[src/hdl/preamble_trailer_deframer_defines.svh]
// ----------------------------------------------------------------------------
// preamble_trailer_deframer_defines
// Assertion macros used by the deframer front end (ptd_front).
// ----------------------------------------------------------------------------
`ifndef PREAMBLE_TRAILER_DEFRAMER_DEFINES_SVH
`define PREAMBLE_TRAILER_DEFRAMER_DEFINES_SVH

// property must hold at every clock edge outside reset
`define PTD_ASSERT(lbl, prop, msg) \
   lbl: assert property (@(posedge clock) disable iff (reset) (prop)) else $error(msg);

// expression must never be true outside reset
`define PTD_NEVER(lbl, expr, msg) \
   lbl: assert property (@(posedge clock) disable iff (reset) !(expr)) else $error(msg);

`endif

[src/hdl/ptd_pkg.sv]
// ----------------------------------------------------------------------------
// ptd_pkg
// Types and constants of the preamble/trailer deframer.
// ----------------------------------------------------------------------------
package ptd_pkg;

   localparam int BYTE_W  = 8;
   localparam int PLEN_W  = 4;
   localparam int WORD_W  = 32;
   localparam int IDX_W   = 6;
   localparam int CSR_W   = 2;
   localparam int Q_DEPTH = 2;

   localparam logic [BYTE_W-1:0] PREAMBLE_FF = 8'hFF;
   localparam logic [BYTE_W-1:0] PREAMBLE_AA = 8'hAA;
   localparam logic [PLEN_W-1:0] RUN_MAX     = 4'hF;
   localparam logic [PLEN_W-1:0] PLEN_RST    = 4'd4;
   localparam logic [WORD_W-1:0] TRAILER_RST = 32'hDEADBEEF;

   localparam logic [CSR_W-1:0] CSR_PREAMBLE_LEN = 2'd0;
   localparam logic [CSR_W-1:0] CSR_TRAILER_WORD = 2'd1;

   typedef enum logic {
      MODE_HUNT  = 1'b0,
      MODE_FRAME = 1'b1
   } mode_type;

   typedef struct packed {
      logic [BYTE_W-1:0] data_byte;
      logic              frame_kind;
      logic [IDX_W-1:0]  byte_index;
      logic              last;
      logic              overflow;
   } rsp_item_type;

   typedef struct packed {
      logic full;
      logic empty;
   } q_stat_type;

endpackage

[src/hdl/ptd_req_if.sv]
// ----------------------------------------------------------------------------
// ptd_req_if
// Received byte channel.
// ----------------------------------------------------------------------------
interface ptd_req_if;
   logic                      valid;
   logic                      ready;
   logic [ptd_pkg::BYTE_W-1:0] rx_byte;

   modport source (output valid, output rx_byte, input ready);
   modport sink   (input valid, input rx_byte, output ready);
endinterface

[src/hdl/ptd_rsp_if.sv]
// ----------------------------------------------------------------------------
// ptd_rsp_if
// Deframed byte channel.
// ----------------------------------------------------------------------------
interface ptd_rsp_if;
   logic                      valid;
   logic                      ready;
   logic [ptd_pkg::BYTE_W-1:0] data_byte;
   logic                      frame_kind;
   logic [ptd_pkg::IDX_W-1:0]  byte_index;
   logic                      last;
   logic                      overflow;

   modport source (output valid, output data_byte, output frame_kind, output byte_index,
                   output last, output overflow, input ready);
   modport sink   (input valid, input data_byte, input frame_kind, input byte_index,
                   input last, input overflow, output ready);
endinterface

[src/hdl/ptd_csr_if.sv]
// ----------------------------------------------------------------------------
// ptd_csr_if
// Register write channel.
// ----------------------------------------------------------------------------
interface ptd_csr_if;
   logic                      valid;
   logic                      ready;
   logic [ptd_pkg::CSR_W-1:0]  idx;
   logic [ptd_pkg::WORD_W-1:0] wdata;

   modport source (output valid, output idx, output wdata, input ready);
   modport sink   (input valid, input idx, input wdata, output ready);
endinterface

[src/hdl/ptd_front.sv]
// ----------------------------------------------------------------------------
// ptd_front
// Preamble hunt, frame tracking and trailer match; pushes one result per
// byte received inside a frame.
// ----------------------------------------------------------------------------
`include "preamble_trailer_deframer_defines.svh"

module ptd_front #(
   parameter int MAX_PAYLOAD = 64
) (
   input  logic                   clock,
   input  logic                   reset,
   ptd_req_if.sink                req_chan,
   ptd_csr_if.sink                csr_chan,
   input  ptd_pkg::q_stat_type    q_stat,
   output logic                   push,
   output ptd_pkg::rsp_item_type  push_item
);

   localparam int CNT_W = $clog2(MAX_PAYLOAD);
   localparam logic [CNT_W-1:0] CNT_LAST = CNT_W'(MAX_PAYLOAD - 1);

   ptd_pkg::mode_type              state_ff, state_in;
   logic [ptd_pkg::PLEN_W-1:0]     ff_run_ff, ff_run_in;
   logic [ptd_pkg::PLEN_W-1:0]     aa_run_ff, aa_run_in;
   logic                           kind_ff, kind_in;
   logic [1:0]                     tpos_ff, tpos_in;
   logic [CNT_W-1:0]               count_ff, count_in;
   logic [ptd_pkg::PLEN_W-1:0]     plen_ff, plen_in;
   logic [ptd_pkg::WORD_W-1:0]     trailer_ff, trailer_in;

   logic                           accept;
   logic                           csr_write;
   logic [ptd_pkg::BYTE_W-1:0]     rx;
   logic [ptd_pkg::BYTE_W-1:0]     tbyte;
   logic                           trl_done;
   logic                           ovf;
   logic                           frame_open;
   logic                           in_frame;

   assign req_chan.ready = !q_stat.full;
   assign csr_chan.ready = 1'b1;
   assign accept         = req_chan.valid && req_chan.ready;
   assign csr_write      = csr_chan.valid && csr_chan.ready;
   assign rx             = req_chan.rx_byte;
   assign frame_open     = (state_ff == ptd_pkg::MODE_HUNT) && (state_in == ptd_pkg::MODE_FRAME);
   assign in_frame       = (state_ff == ptd_pkg::MODE_FRAME);

   always_ff @(posedge clock) begin
      if (reset) begin
         state_ff   <= ptd_pkg::MODE_HUNT;
         ff_run_ff  <= '0;
         aa_run_ff  <= '0;
         kind_ff    <= 1'b0;
         tpos_ff    <= '0;
         count_ff   <= '0;
         plen_ff    <= ptd_pkg::PLEN_RST;
         trailer_ff <= ptd_pkg::TRAILER_RST;
      end else begin
         state_ff   <= state_in;
         ff_run_ff  <= ff_run_in;
         aa_run_ff  <= aa_run_in;
         kind_ff    <= kind_in;
         tpos_ff    <= tpos_in;
         count_ff   <= count_in;
         plen_ff    <= plen_in;
         trailer_ff <= trailer_in;
      end
   end

   always_comb begin
      plen_in    = plen_ff;
      trailer_in = trailer_ff;
      if (csr_write) begin
         case (csr_chan.idx)
            ptd_pkg::CSR_PREAMBLE_LEN: plen_in    = csr_chan.wdata[ptd_pkg::PLEN_W-1:0];
            ptd_pkg::CSR_TRAILER_WORD: trailer_in = csr_chan.wdata;
            default: ;
         endcase
      end
   end

   always_comb begin
      case (tpos_ff)
         2'd0:    tbyte = trailer_ff[31:24];
         2'd1:    tbyte = trailer_ff[23:16];
         2'd2:    tbyte = trailer_ff[15:8];
         default: tbyte = trailer_ff[7:0];
      endcase
   end

   always_comb begin
      state_in  = state_ff;
      ff_run_in = ff_run_ff;
      aa_run_in = aa_run_ff;
      kind_in   = kind_ff;
      tpos_in   = tpos_ff;
      count_in  = count_ff;
      push      = 1'b0;
      trl_done  = 1'b0;
      ovf       = 1'b0;

      push_item.data_byte  = rx;
      push_item.frame_kind = kind_ff;
      push_item.byte_index = ptd_pkg::IDX_W'(count_ff);
      push_item.last       = 1'b0;
      push_item.overflow   = 1'b0;

      if (accept) begin
         case (state_ff)
            ptd_pkg::MODE_HUNT: begin
               if (rx == ptd_pkg::PREAMBLE_FF) begin
                  if (ff_run_ff != ptd_pkg::RUN_MAX) ff_run_in = ff_run_ff + 4'd1;
                  aa_run_in = '0;
               end else if (rx == ptd_pkg::PREAMBLE_AA) begin
                  if (aa_run_ff != ptd_pkg::RUN_MAX) aa_run_in = aa_run_ff + 4'd1;
                  ff_run_in = '0;
               end else begin
                  ff_run_in = '0;
                  aa_run_in = '0;
               end
               if (ff_run_in != '0 && ff_run_in >= plen_ff) begin
                  state_in = ptd_pkg::MODE_FRAME;
                  kind_in  = 1'b0;
               end else if (aa_run_in != '0 && aa_run_in >= plen_ff) begin
                  state_in = ptd_pkg::MODE_FRAME;
                  kind_in  = 1'b1;
               end
               if (state_in == ptd_pkg::MODE_FRAME) begin
                  tpos_in   = '0;
                  count_in  = '0;
                  ff_run_in = '0;
                  aa_run_in = '0;
               end
            end
            ptd_pkg::MODE_FRAME: begin
               push = 1'b1;
               if (rx == tbyte) begin
                  if (tpos_ff == 2'd3) trl_done = 1'b1;
                  else                 tpos_in  = tpos_ff + 2'd1;
               end else begin
                  tpos_in = (rx == trailer_ff[31:24]) ? 2'd1 : 2'd0;
               end
               count_in = count_ff + CNT_W'(1);
               ovf      = !trl_done && (count_ff == CNT_LAST);
               push_item.last     = trl_done || ovf;
               push_item.overflow = ovf;
               if (trl_done || ovf) begin
                  state_in  = ptd_pkg::MODE_HUNT;
                  kind_in   = 1'b0;
                  tpos_in   = '0;
                  count_in  = '0;
                  ff_run_in = '0;
                  aa_run_in = '0;
               end
            end
            default: state_in = ptd_pkg::MODE_HUNT;
         endcase
      end
   end

   `PTD_NEVER(a_push_full, push && q_stat.full, "push into a full queue")
   `PTD_ASSERT(a_ovf_last, (push && push_item.overflow) |-> push_item.last, "overflow without last")
   `PTD_ASSERT(a_open_clear, frame_open |=> count_ff == '0 && tpos_ff == '0, "stale frame state")
   `PTD_NEVER(a_run_in_frame, in_frame && (ff_run_ff | aa_run_ff) != '0, "run count in frame")

endmodule

[src/hdl/ptd_fifo.sv]
// ----------------------------------------------------------------------------
// ptd_fifo
// Short queue between the framer and the output stage.
// ----------------------------------------------------------------------------
module ptd_fifo (
   input  logic                   clock,
   input  logic                   reset,
   input  logic                   push,
   input  ptd_pkg::rsp_item_type  push_item,
   input  logic                   pop,
   output ptd_pkg::rsp_item_type  head_item,
   output ptd_pkg::q_stat_type    q_stat
);

   localparam int PTR_W = $clog2(ptd_pkg::Q_DEPTH);
   localparam int CNT_W = $clog2(ptd_pkg::Q_DEPTH + 1);

   ptd_pkg::rsp_item_type  entry_ff [ptd_pkg::Q_DEPTH];
   logic [PTR_W-1:0]       wr_ptr_ff, wr_ptr_in;
   logic [PTR_W-1:0]       rd_ptr_ff, rd_ptr_in;
   logic [CNT_W-1:0]       cnt_ff, cnt_in;

   assign q_stat.full  = (cnt_ff == CNT_W'(ptd_pkg::Q_DEPTH));
   assign q_stat.empty = (cnt_ff == '0);
   assign head_item    = entry_ff[rd_ptr_ff];

   always_comb begin
      wr_ptr_in = push ? wr_ptr_ff + PTR_W'(1) : wr_ptr_ff;
      rd_ptr_in = pop  ? rd_ptr_ff + PTR_W'(1) : rd_ptr_ff;
      cnt_in    = cnt_ff;
      if (push && !pop)      cnt_in = cnt_ff + CNT_W'(1);
      else if (pop && !push) cnt_in = cnt_ff - CNT_W'(1);
   end

   always_ff @(posedge clock) begin
      if (reset) begin
         wr_ptr_ff <= '0;
         rd_ptr_ff <= '0;
         cnt_ff    <= '0;
      end else begin
         wr_ptr_ff <= wr_ptr_in;
         rd_ptr_ff <= rd_ptr_in;
         cnt_ff    <= cnt_in;
      end
   end

   always_ff @(posedge clock) begin
      if (push) entry_ff[wr_ptr_ff] <= push_item;
   end

endmodule

[src/hdl/ptd_back.sv]
// ----------------------------------------------------------------------------
// ptd_back
// Output register stage; drains the queue onto the result channel.
// ----------------------------------------------------------------------------
module ptd_back (
   input  logic                   clock,
   input  logic                   reset,
   input  ptd_pkg::rsp_item_type  head_item,
   input  ptd_pkg::q_stat_type    q_stat,
   output logic                   pop,
   ptd_rsp_if.source              rsp_chan
);

   logic                   valid_ff, valid_in;
   ptd_pkg::rsp_item_type  item_ff;

   assign pop      = !q_stat.empty && (!valid_ff || rsp_chan.ready);
   assign valid_in = pop || (valid_ff && !rsp_chan.ready);

   always_ff @(posedge clock) begin
      if (reset) valid_ff <= 1'b0;
      else       valid_ff <= valid_in;
   end

   always_ff @(posedge clock) begin
      if (pop) item_ff <= head_item;
   end

   assign rsp_chan.valid      = valid_ff;
   assign rsp_chan.data_byte  = item_ff.data_byte;
   assign rsp_chan.frame_kind = item_ff.frame_kind;
   assign rsp_chan.byte_index = item_ff.byte_index;
   assign rsp_chan.last       = item_ff.last;
   assign rsp_chan.overflow   = item_ff.overflow;

endmodule

[src/hdl/preamble_trailer_deframer.sv]
// A frame byte accepted on req goes through the queue and the output register to rsp.
// Throughput: one byte per cycle; req_chan.ready drops only while the two-entry queue
// between the framer and the output register is full.
// Hunt-phase and preamble bytes produce no result.
// Reset: synchronous; clears framer state, queue and output stage, and restores
// preamble_len to 4 and trailer_word to 0xDEADBEEF.
// ----------------------------------------------------------------------------
// preamble_trailer_deframer
// Byte-serial frame extractor: preamble hunt, payload pass-through, trailer
// match and payload limit.
// ----------------------------------------------------------------------------
module preamble_trailer_deframer #(
   parameter int MAX_PAYLOAD = 64
) (
   input  logic        clock,
   input  logic        reset,
   ptd_req_if.sink     req_chan,
   ptd_rsp_if.source   rsp_chan,
   ptd_csr_if.sink     csr_chan
);

   logic                   push;
   logic                   pop;
   ptd_pkg::rsp_item_type  push_item;
   ptd_pkg::rsp_item_type  head_item;
   ptd_pkg::q_stat_type    q_stat;

   ptd_front #(
      .MAX_PAYLOAD (MAX_PAYLOAD)
   ) u_front (
      .clock     (clock),
      .reset     (reset),
      .req_chan  (req_chan),
      .csr_chan  (csr_chan),
      .q_stat    (q_stat),
      .push      (push),
      .push_item (push_item)
   );

   ptd_fifo u_fifo (
      .clock     (clock),
      .reset     (reset),
      .push      (push),
      .push_item (push_item),
      .pop       (pop),
      .head_item (head_item),
      .q_stat    (q_stat)
   );

   ptd_back u_back (
      .clock     (clock),
      .reset     (reset),
      .head_item (head_item),
      .q_stat    (q_stat),
      .pop       (pop),
      .rsp_chan  (rsp_chan)
   );

endmodule
[src/flat_wrapper.sv]
// flat-port wrapper written by rule: the top's interface ports become plain ports
module preamble_trailer_deframer_flat 
#(
   parameter int MAX_PAYLOAD = 64
)
  (clock, reset, req_chan_valid, req_chan_rx_byte, req_chan_ready, rsp_chan_valid, rsp_chan_data_byte, rsp_chan_frame_kind, rsp_chan_byte_index, rsp_chan_last, rsp_chan_overflow, rsp_chan_ready, csr_chan_valid, csr_chan_idx, csr_chan_wdata, csr_chan_ready);
  ptd_req_if req_chan_i ();
  ptd_rsp_if rsp_chan_i ();
  ptd_csr_if csr_chan_i ();
  input  logic clock;
  input  logic reset;
  input wire logic [$bits(req_chan_i.valid)-1:0] req_chan_valid;
  input wire logic [$bits(req_chan_i.rx_byte)-1:0] req_chan_rx_byte;
  output wire logic [$bits(req_chan_i.ready)-1:0] req_chan_ready;
  output wire logic [$bits(rsp_chan_i.valid)-1:0] rsp_chan_valid;
  output wire logic [$bits(rsp_chan_i.data_byte)-1:0] rsp_chan_data_byte;
  output wire logic [$bits(rsp_chan_i.frame_kind)-1:0] rsp_chan_frame_kind;
  output wire logic [$bits(rsp_chan_i.byte_index)-1:0] rsp_chan_byte_index;
  output wire logic [$bits(rsp_chan_i.last)-1:0] rsp_chan_last;
  output wire logic [$bits(rsp_chan_i.overflow)-1:0] rsp_chan_overflow;
  input wire logic [$bits(rsp_chan_i.ready)-1:0] rsp_chan_ready;
  input wire logic [$bits(csr_chan_i.valid)-1:0] csr_chan_valid;
  input wire logic [$bits(csr_chan_i.idx)-1:0] csr_chan_idx;
  input wire logic [$bits(csr_chan_i.wdata)-1:0] csr_chan_wdata;
  output wire logic [$bits(csr_chan_i.ready)-1:0] csr_chan_ready;
  assign req_chan_i.valid = req_chan_valid;
  assign req_chan_i.rx_byte = req_chan_rx_byte;
  assign req_chan_ready = req_chan_i.ready;
  assign rsp_chan_valid = rsp_chan_i.valid;
  assign rsp_chan_data_byte = rsp_chan_i.data_byte;
  assign rsp_chan_frame_kind = rsp_chan_i.frame_kind;
  assign rsp_chan_byte_index = rsp_chan_i.byte_index;
  assign rsp_chan_last = rsp_chan_i.last;
  assign rsp_chan_overflow = rsp_chan_i.overflow;
  assign rsp_chan_i.ready = rsp_chan_ready;
  assign csr_chan_i.valid = csr_chan_valid;
  assign csr_chan_i.idx = csr_chan_idx;
  assign csr_chan_i.wdata = csr_chan_wdata;
  assign csr_chan_ready = csr_chan_i.ready;
  preamble_trailer_deframer #(.MAX_PAYLOAD(MAX_PAYLOAD)) u_core (.clock(clock), .reset(reset), .req_chan(req_chan_i), .rsp_chan(rsp_chan_i), .csr_chan(csr_chan_i));
endmodule
[config.mk]
export PLATFORM = sky130hd
export DESIGN_NAME = preamble_trailer_deframer_flat
export DESIGN_NICKNAME = d
export VERILOG_FILES = /design/src/hdl/ptd_pkg.sv /design/src/hdl/ptd_req_if.sv /design/src/hdl/ptd_rsp_if.sv /design/src/hdl/ptd_csr_if.sv /design/src/hdl/ptd_front.sv /design/src/hdl/ptd_fifo.sv /design/src/hdl/ptd_back.sv /design/src/hdl/preamble_trailer_deframer.sv /design/src/flat_wrapper.sv
export VERILOG_INCLUDE_DIRS = /design/src /design/src/hdl
export SDC_FILE = /design/constraint.sdc
export NUM_CORES = 1
export LEC_CHECK = 0
export CAP_MARGIN = 40
export CORE_AREA = 2 2 146 148
export DETAILED_ROUTE_END_ITERATION = 8
export DIE_AREA = 0 0 148 150
export DONT_BUFFER_PORTS = 1
export PLACE_DENSITY = 0.35
export SLEW_MARGIN = 30
export SYNTH_ARGS = -nofsm -noshare
export SYNTH_HDL_FRONTEND = slang
export SYNTH_SLANG_ARGS = --single-unit
[constraint.sdc]
create_clock -name clock -period 3.8 [get_ports clock]
set_clock_uncertainty 0.1 [all_clocks]
set_input_delay 0.76 -clock clock [delete_from_list [all_inputs] [get_ports clock]]
set_output_delay 0.76 -clock clock [all_outputs]
set_load 0.02 [all_outputs]
==> results of run 1 <==
## power by group
part,switching (µW),total (µW),internal (µW)
Sequential,127,1490,1370
Clock,459,916,458
Combinational,188,336,148
Total,774,2750,1970
## metal layers
metal	vias up	GRT usage, %	routed length [µm]
li1	1714	-	-
met1	1669	15.9	5930
met2	79	19.1	5860
met3	10	2.93	555
met4	0	3.86	155
met5	-	0	0
## stage by stage
step | cell area, µm² | setup slack [ns]
6_report | 5700 | 0.575
5_1_grt | 5700 | 0.301
4_1_cts | 5690 | 0.571
3_5_place_dp | 5400 | 0.344
3_3_place_gp | 5380 | 0.400
2_1_floorplan | 5070 | 0.513
## cell usage in the layout, fill, tap and decap left out, types with 3 or more instances in the layout
cell type / instances
nand2b_1: 9
a222oi_1: 8
mux2_2: 17
clkinv_4: 3
dfxtp_1: 59
inv_1: 20
nor4_1: 5
a211oi_1: 3
and3_1: 7
nand2_1: 68
ha_1: 16
nand3_1: 22
o21a_1: 4
nor3b_1: 3
xnor2_1: 23
o211ai_1: 12
o21ai_0: 7
nand4_1: 6
mux2i_1: 10
nor3_1: 5
and2_1: 6
nor2_1: 22
clkbuf_16: 9
a21oi_1: 24
edfxtp_1: 51
buf_4: 8
and3b_1: 5
o21bai_1: 4
## state kept, by name, indices dropped and copies added (netlist names), 2 cells and up
name,cells
u_core.u_front.count_ff,6
u_core.u_front.aa_run_ff,4
u_core.u_back.rsp_chan.byte_index,6
u_core.u_back.rsp_chan.data_byte,8
u_core.u_front.trailer_ff,32
u_core.u_fifo.entry_ff,34
u_core.u_fifo.cnt_ff,2
u_core.u_front.ff_run_ff,4
u_core.u_front.plen_ff,4
u_core.u_front.tpos_ff,2
## critical path, cell delays in order (launching register included)
cell and delay (ns):
dfxtp_1 0.40, ha_1 0.26, nand3_1 0.21, xnor2_1 0.20, nand2b_1 0.08, ha_1 0.28
nand2b_1 0.10, a21oi_1 0.08, a311o_4 0.45, nor2_8 0.20, o21ai_4 0.10, or4b_1 0.53
a21oi_1 0.15
## cell type report
cell class	count	area [µm²]
Multi-Input combinational cell	321	2190
Timing Repair Buffer	10	86.3
Tap cell	275	344
Fill cell	2205	15000
Clock buffer	10	229
Clock inverter	6	57.6
Inverter	20	75.1
Sequential cell	110	2710
## worst paths after layout
| check | from | to | slack, ns |
|---|---|---|---|
| worst min-delay path | u_core.u_front.trailer_ff[8]$_SDFFE_PP0P_ | u_core.u_front.trailer_ff[8]$_SDFFE_PP0P_ | 0.36 |
| worst max-delay path | u_core.u_front.aa_run_ff[1]$_SDFFE_PP0P_ | u_core.u_front.count_ff[1]$_SDFFE_PP0P_ | 0.57 |
| worst min register to register | u_core.u_front.trailer_ff[8]$_SDFFE_PP0P_ | u_core.u_front.trailer_ff[8]$_SDFFE_PP0P_ | 0.36 |
| worst max register to register | u_core.u_front.aa_run_ff[1]$_SDFFE_PP0P_ | u_core.u_front.count_ff[1]$_SDFFE_PP0P_ | 0.57 |
## cell families (layout without fill, tap and decap cells)
family / after synthesis / after routing / synth area share, %
and+or+nand+nor: 168 / 168 / 16.4
muxes: 27 / 27 / 5.75
AOI/OAI and AO/OA: 84 / 84 / 12.6
buffers and inverters: 43 / 46 / 3.40
other: 1 / 1 / 0.0739
adders and majority gates: 16 / 16 / 3.95
DFF: 110 / 110 / 53.5
xor gates and xnor gates: 25 / 25 / 4.32
## Yosys cell counts, types with 2 or more instances
cell type / number
nand3_1: 22
nor3b_1: 4
nand4_1: 6
o211ai_1: 12
nand2_1: 68
nor3_1: 5
clkbuf_1: 18
o21bai_1: 4
mux2i_1: 10
or3_1: 2
xor2_1: 2
nor2_1: 22
buf_1: 3
o2111ai_1: 2
ha_1: 16
a222oi_1: 8
dfxtp_1: 59
o21a_1: 4
and3b_1: 5
and2_1: 6
inv_1: 20
edfxtp_1: 51
mux2_2: 17
a211oi_1: 3
and3_1: 7
o21ai_0: 7
nand2b_1: 9
or2_2: 2
a21oi_1: 24
o221a_2: 2
o211a_1: 2
a21boi_0: 2
xnor2_1: 23
a21o_1: 2
nor4_1: 5
==> impl_results.md, run 1 <==
* Status: complete, no violations
* Register area share after synthesis at 53.5%
* CTS tree: done
* Power Total at 2750 µW
* FMAX at 310 MHz
* Clock Tree Buf Depth at 2
* Die Width at 148 µm
* Critical path peak fanout at 10
* Synth cell types at 55
* Minimum clock period at 3.23 ns
* Relative slew slack at 50.9%
* Detailed-route via count at 3472
* Mapped cell area at 0.00507 mm²
* CP Launch Type: register
* Placed insts at 736
* Num CTS Buffers at 9
* Share of cells above drive strength 1 at 11.5%
* Max-slew violations at 0
* DR WL/cell at 16.6 µm
* Non-Filler Instances at 752
* Worst min-delay path class: reg -> reg
* Initial antenna violation count at 0
* Area Overhead vs Synth at 12.3%
* Syn Inst Count at 474
* Final hold vios at 0
* Vias in the first global route at 3561
* Top cell type's share of synthesized area at 30.2%
* Mapped Nets at 537
* Die height at 150 µm
* Area leader, netlist: edfxtp_1
* Worst endpoint required time at 3.99 ns
* Clk pin slew, worst setup/hold paths at 0.08 ns
* FF+latch count, synth at 110
* RSZ-0062 raised after global routing: false
* Vias per cell at 4.62
* RD Place Congestion at 0.718
* Final hold slack at 0.357 ns
* PortBufs at 0
* # DRC at 0
* Worst ir drop on vdd at 0.186 mV
* GRT overflow at 0
* Final Core Density at 27.5%
* Area contributors post-synth: edfxtp_1 (30%), dfxtp_1 (23%), nand2_1 (5.0%)
* Total negative slack at 0 ns
* Row cnt at 53
* Synthesized area per cell at 10.7 µm²
* Setup Fix Bufs, Post-CTS at 0
* Io pins at 67
* NumNets Final at 535
* Asr flop ratio synth at 0%
* Ant diodes at 0
* Leakage at 0.00210 µW
* Total track usage at 11.9%
* Die area at 0.0222 mm²
* CTS Hold Bufs at 0
* Largest net degree at the start of global routing at 31
* Pwr dens at 482 mW/mm²
* CTS-repair resized insts at 0
* Tcrit/Tclk final at 84.9%
* Worst EP arrival at 3.41 ns
* Core Region at 0.0207 mm²
* Root Buffer: clkbuf_16
* DP HPWL at 9240 µm
* Max-cap viol count at 0
* Final setup viols at 0
* Hold Path Cell Cnt at 2
* Pre-Repair DR Iteration Count at 5
* Htree depth at 3
* First-pass GRT wire length at 20000 µm
* Worst R2R Path Depth at 12
* Drt initial violations at 222
* Initial Utilization at 24.5%
* Post-synth top flop: dfxtp_1
* CTS sink count at 110
* Post-synth EDFFs at 51
* WS Path Type: reg -> reg
* ANT nets after route at 0
* Slew of the pin with the lowest slew margin at 0.736 ns
* Drt total wl at 12500 µm
* YS warnings at 0
* Element type at the critical path end: register
* Worst skew pair latency at 0.36 ns
Note: power is estimated with default switching activity, not from simulation.
==> run 2: changes to the inputs <==
==> constraint.sdc (replaced) <==
create_clock -name clock -period 3 [get_ports clock]
set_clock_uncertainty 0.1 [all_clocks]
set_input_delay 0.6 -clock clock [delete_from_list [all_inputs] [get_ports clock]]
set_output_delay 0.6 -clock clock [all_outputs]
set_load 0.02 [all_outputs]
==> impl_results.md, run 2 (synthesized netlist as in run 1, its figures left out) <==
* Area after DPL at 0.00559 mm²
* Share of cells above drive strength 1 at 19.2%
* Drt total wl at 12800 µm
* Most frequent cells in the layout: nand2_1 (68), dfxtp_1 (56), edfxtp_1 (51)
* Row cnt at 53
* Buf+Inv Stages, Crit Path at 0
* Relative slew slack at 47.5%
* Final Instance Area at 0.00598 mm²
* Slew of the pin with the lowest slew margin at 0.786 ns
* Biggest register: u_core.u_fifo.entry_ff
* Io pins at 67
* Die height at 150 µm
* Pwr dens at 591 mW/mm²
* PortBufs at 0
* Reg2Reg Capture Point: u_core.u_front.aa_run_ff[0]$_SDFFE_PP0P_
* Die Width at 148 µm
* Worst EP arrival at 2.98 ns
* Max-cap viol count at 0
* NumNets Final at 554
* Crit-path max cell delay at 0.36 ns
* Num CTS Buffers at 9
* Worst R2R Path Depth at 12
* Detailed-route via count at 3488
* Largest net degree at the start of global routing at 31
* Core Region at 0.0207 mm²
* ANT nets after route at 0
* Total negative slack at 0 ns
* Initial Utilization at 24.5%
* Non-Filler Instances at 771
* R2R setup slack at 0.19 ns
* CP Launch Type: register
* Critical path peak fanout at 6
* Top Family by Delay on Critical Path: compound AO/OA/AOI/OAI gates
* Initial antenna violation count at 0
* Commonest non-fill, non-tap cell in the layout: nand2_1
* Status: complete, no violations
* Worst min-delay path class: in -> reg
* CP max stage cell: a221o_1
* CTS tree: done
* FMAX at 356 MHz
* Element type at the critical path end: register
* Clock Tree Buf Depth at 2
* Number of fill cells at 2185
* # DRC at 0
* Max FFs per register at 34
* Vias per cell at 4.52
* Final hold slack at 0.216 ns
* RD Place Congestion at 0.733
* Worst endpoint required time at 3.18 ns
* Cell breakdown of the critical path: ha_2 -> nand3_4 -> xnor2_2 -> nand2b_4 -> ha_2 -> nand2b_1 -> a21oi_2 -> a311o_4 -> nor2_8 -> or3_1 -> a221o_1 -> a21oi_1
* Worst ir drop on vdd at 0.244 mV
* Leakage at 0.00224 µW
* Tcrit/Tclk final at 93.5%
* Root Buffer: clkbuf_16
* GRT overflow at 0
* FF-to-FF Start: u_core.u_front.aa_run_ff[1]$_SDFFE_PP0P_
* Critical path depth at 12
* Max-slew violations at 0
* Htree depth at 3
* Pre-Repair DR Iteration Count at 5
* CTS sink count at 110
* Clk pin slew, worst setup/hold paths at 0.07 ns
* Hold Path Cell Cnt at 1
* Final hold vios at 0
* Drt initial violations at 188
* Placed insts at 754
* WS Path Type: reg -> reg
* Final Core Density at 28.9%
* Minimum clock period at 2.81 ns
* Most used cell, CP: ha_2
* Total track usage at 12.2%
* First-pass GRT wire length at 20700 µm
* Ant diodes at 0
* Worst skew pair latency at 0.36 ns
* Die area at 0.0222 mm²
* Worst Setup SP: u_core.u_front.aa_run_ff[1]$_SDFFE_PP0P_
* Final setup viols at 0
* Vias in the first global route at 3694
* DR WL/cell at 16.6 µm
* DP HPWL at 9490 µm
* Area Overhead vs Synth at 17.9%
* Worst setup path end: u_core.u_front.aa_run_ff[0]$_SDFFE_PP0P_
* Setup Fix Bufs, Post-CTS at 0
[run 2: cell count changes in the layout (fill, tap and decap cells not counted), sizes merged]
cell,previous run,this run
clkinv,4,1
buf,10,28
inv,22,25
clkbuf,10,11
[run 2: repair_timing]
action                                  4_1_cts  5_1_grt
pin swaps                                     1        6
hold buffers                                  0        0
endpoints found under the setup margin        2       22
resized for setup                             2       20
[run 2: power breakdown]
part,total (µW),switching [µW],internal (µW)
clock network,1200,575,626
logic,439,249,191
registers,1890,162,1730
total,3530,986,2550
[run 2: worst min-delay path by stage]
stage	from	to	slack [ns]
floorplan	u_core.u_front.kind_ff$_SDFFE_PP0P_	u_core.u_fifo.entry_ff[0][8]$_DFFE_PP_	0.33
CTS	reset	u_core.u_fifo.cnt_ff[1]$_SDFFE_PP0P_	0.19
global placement	u_core.u_front.trailer_ff[4]$_SDFFE_PP0P_	u_core.u_front.trailer_ff[4]$_SDFFE_PP0P_	0.34
global route	reset	u_core.u_front.tpos_ff[1]$_SDFFE_PP0P_	0.19
detailed placement	u_core.u_front.trailer_ff[4]$_SDFFE_PP0P_	u_core.u_front.trailer_ff[4]$_SDFFE_PP0P_	0.35
finish	reset	u_core.u_fifo.cnt_ff[1]$_SDFFE_PP0P_	0.22
[run 2: per-layer routing]
metal  vias up  GRT usage, %  share of wire, %
met4         0          4.10               1.4
met2        57          20.0                47
met1      1674          15.9                48
met3        11          2.87               3.7
li1       1746             -                 -
met5         -             0                 0
[run 2: cell type report]
class                           count  area (µm²)  share of cell area [%]
Clock inverter                      6        46.3                   0.774
Sequential cell                   110        2720                    45.4
Clock buffer                       10         250                    4.18
Inverter                           20        75.1                    1.26
Multi-Input combinational cell    321        2310                    38.6
Tap cell                          275         344                    5.75
Timing Repair Buffer               29         239                    4.00
[run 2: metrics by stage]
| stage | setup WS, ns | power [µW] |
|---|---|---|
| final | 0.195 | 3530 |
| after floorplan | 0.00690 | 2230 |
| after detailed placement | -0.110 | 2380 |
| after global placement | -0.0830 | 2360 |
| after global routing | -0.0101 | 3710 |
| after CTS | 0.0349 | 3600 |
==> run 3: changes to the inputs <==
--- a/config.mk
+++ b/config.mk
@@ -7,11 +7,11 @@
 export NUM_CORES = 1
 export LEC_CHECK = 0
 export CAP_MARGIN = 40
-export CORE_AREA = 2 2 146 148
+export CORE_AREA = 2 2 95 97
 export DETAILED_ROUTE_END_ITERATION = 8
-export DIE_AREA = 0 0 148 150
+export DIE_AREA = 0 0 97 99
 export DONT_BUFFER_PORTS = 1
-export PLACE_DENSITY = 0.35
+export PLACE_DENSITY = 0.72
 export SLEW_MARGIN = 30
 export SYNTH_ARGS = -nofsm -noshare
 export SYNTH_HDL_FRONTEND = slang
==> impl_results.md, run 3 (synthesized netlist as in run 1, its figures left out) <==
* Status: complete, no violations
* Worst ir drop on vdd at 0.286 mV
* Buf+Inv Stages, Crit Path at 0
* FMAX at 348 MHz
* Minimum clock period at 2.87 ns
* Sequential share of power at 61.9%
* Final setup viols at 0
* DR WL/cell at 17.2 µm
* Number of fill cells at 664
* CTS tree: done
* Share of cells above drive strength 1 at 18.2%
* Biggest register: u_core.u_fifo.entry_ff
* Worst min-delay path class: in -> reg
* Die Width at 97 µm
* Max-cap viol count at 0
* Drt total wl at 10400 µm
* Leakage at 0.00218 µW
* Worst endpoint required time at 3.19 ns
* CP Launch Type: register
* CTS sink count at 110
* Detailed-route via count at 3546
* Cell breakdown of the critical path: ha_2 -> and3_1 -> and2_1 -> o21bai_1 -> ha_1 -> nand2b_1 -> a211oi_2 -> o21bai_1 -> a21o_2 -> o21a_2 -> o22ai_4 -> a21boi_1
* WS Path Type: reg -> reg
* Num CTS Buffers at 9
* Most frequent cells in the layout: nand2_1 (68), dfxtp_1 (55), edfxtp_1 (51)
* # DRC at 0
* Final hold vios at 0
* First-pass GRT wire length at 16500 µm
* Critical path peak fanout at 6
* Die height at 99 µm
* Largest net degree at the start of global routing at 35
* Root Buffer: clkbuf_8
* Commonest non-fill, non-tap cell in the layout: nand2_1
* Core Region at 0.00855 mm²
* Pre-Repair DR Iteration Count at 6
* Most used cell, CP: o21bai_1
* Clock share of power at 25.8%
* GRT overflow at 0
* Clock Tree Buf Depth at 2
* Initial antenna violation count at 0
* RD Place Congestion at 0.887
* Vias in the first global route at 3405
* Element type at the critical path end: register
* Crit-path max cell delay at 0.37 ns
* CP max stage cell: dfxtp_4
* Slew of the pin with the lowest slew margin at 0.803 ns
* Final hold slack at 0.198 ns
* NumNets Final at 553
* Tcrit/Tclk final at 95.8%
* Die area at 0.00960 mm²
* Vias per cell at 5.88
* Net Sw Frac at 28.0%
* Io pins at 67
* Pwr dens at 547 mW/mm²
* CTS Hold Bufs at 0
* Clk pin slew, worst setup/hold paths at 0.10 ns
* Ant diodes at 0
* Logic pwr share at 12.4%
* Area Overhead vs Synth at 11.0%
* Internal power at 2220 µW
* Top Family by Delay on Critical Path: compound AO/OA/AOI/OAI gates
* Max-slew violations at 0
* Relative slew slack at 46.4%
* Row cnt at 34
* P_sw at 863 µW
* DP HPWL at 7510 µm
* Non-Filler Instances at 603
* Total track usage at 21.5%
* Placed insts at 584
* Htree depth at 3
* Drt initial violations at 277
* ANT nets after route at 0
* PortBufs at 0
* Worst skew pair latency at 0.36 ns
* Worst EP arrival at 3.07 ns
* Initial Utilization at 59.3%
* Max FFs per register at 34
## run 3: area by class of cell
cell class / count / area [µm²] / share of cell area, %
sequential: 110 / 2720 / 48.3
inverter: 20 / 75.1 / 1.33
timing repair buffer: 28 / 226 / 4.02
multi-input combinational: 321 / 2300 / 40.8
tap: 108 / 135 / 2.40
clock buffer: 10 / 128 / 2.27
clock inverter: 6 / 46.3 / 0.822
## run 3: path summary, 6_finish.rpt
path	startpoint	to	slack [ns]	depth (start not counted)
max reg2reg	u_core.u_front.ff_run_ff[1]$_SDFFE_PP0P_	u_core.u_front.tpos_ff[0]$_SDFFE_PP0P_	0.13	12
min reg2reg	u_core.u_front.trailer_ff[4]$_SDFFE_PP0P_	u_core.u_front.trailer_ff[4]$_SDFFE_PP0P_	0.36	2
max	u_core.u_front.ff_run_ff[1]$_SDFFE_PP0P_	u_core.u_front.tpos_ff[0]$_SDFFE_PP0P_	0.13	12
min	reset	u_core.u_front.trailer_ff[20]$_SDFFE_PP0P_	0.20	1
## run 3: power groups by stage
stage	logic (µW)	clock network, µW	registers, µW
global placement	363	0	1940
detailed placement	375	0	1940
CTS	377	819	1910
global route	421	868	1920
floorplan	342	0	1890
finish	380	794	1900
## run 3: through the flow
| step | worst slack, ns | power (µW) | utilization [%] | area [µm²] | setup TNS (ns) |
|---|---|---|---|---|---|
| global placement | -0.0441 | 2300 | 62.6 | 5350 | -0.0581 |
| finish | 0.126 | 3080 | 65.8 | 5630 | 0 |
| CTS | 0.00545 | 3110 | 64.6 | 5520 | 0 |
| detailed placement | -0.122 | 2320 | 62.6 | 5350 | -0.499 |
| floorplan | 0.00690 | 2230 | - | 5110 | 0 |
| global route | -0.0448 | 3210 | 65.8 | 5630 | -0.0987 |
## run 3: what timing repair did
item / in CTS / in global routing
setup buffers: 0 / 2
resized for setup: 0 / 20
setup endpoints to repair: 0 / 17
## run 3: metal layers
metal | up-vias | GRT usage [%] | share of wire (%)
li1 | 1732 | - | -
met1 | 1674 | 27.7 | 44
met2 | 120 | 36.5 | 49
met3 | 20 | 3.90 | 5.5
met4 | 0 | 7.58 | 2.0
met5 | - | 0 | 0
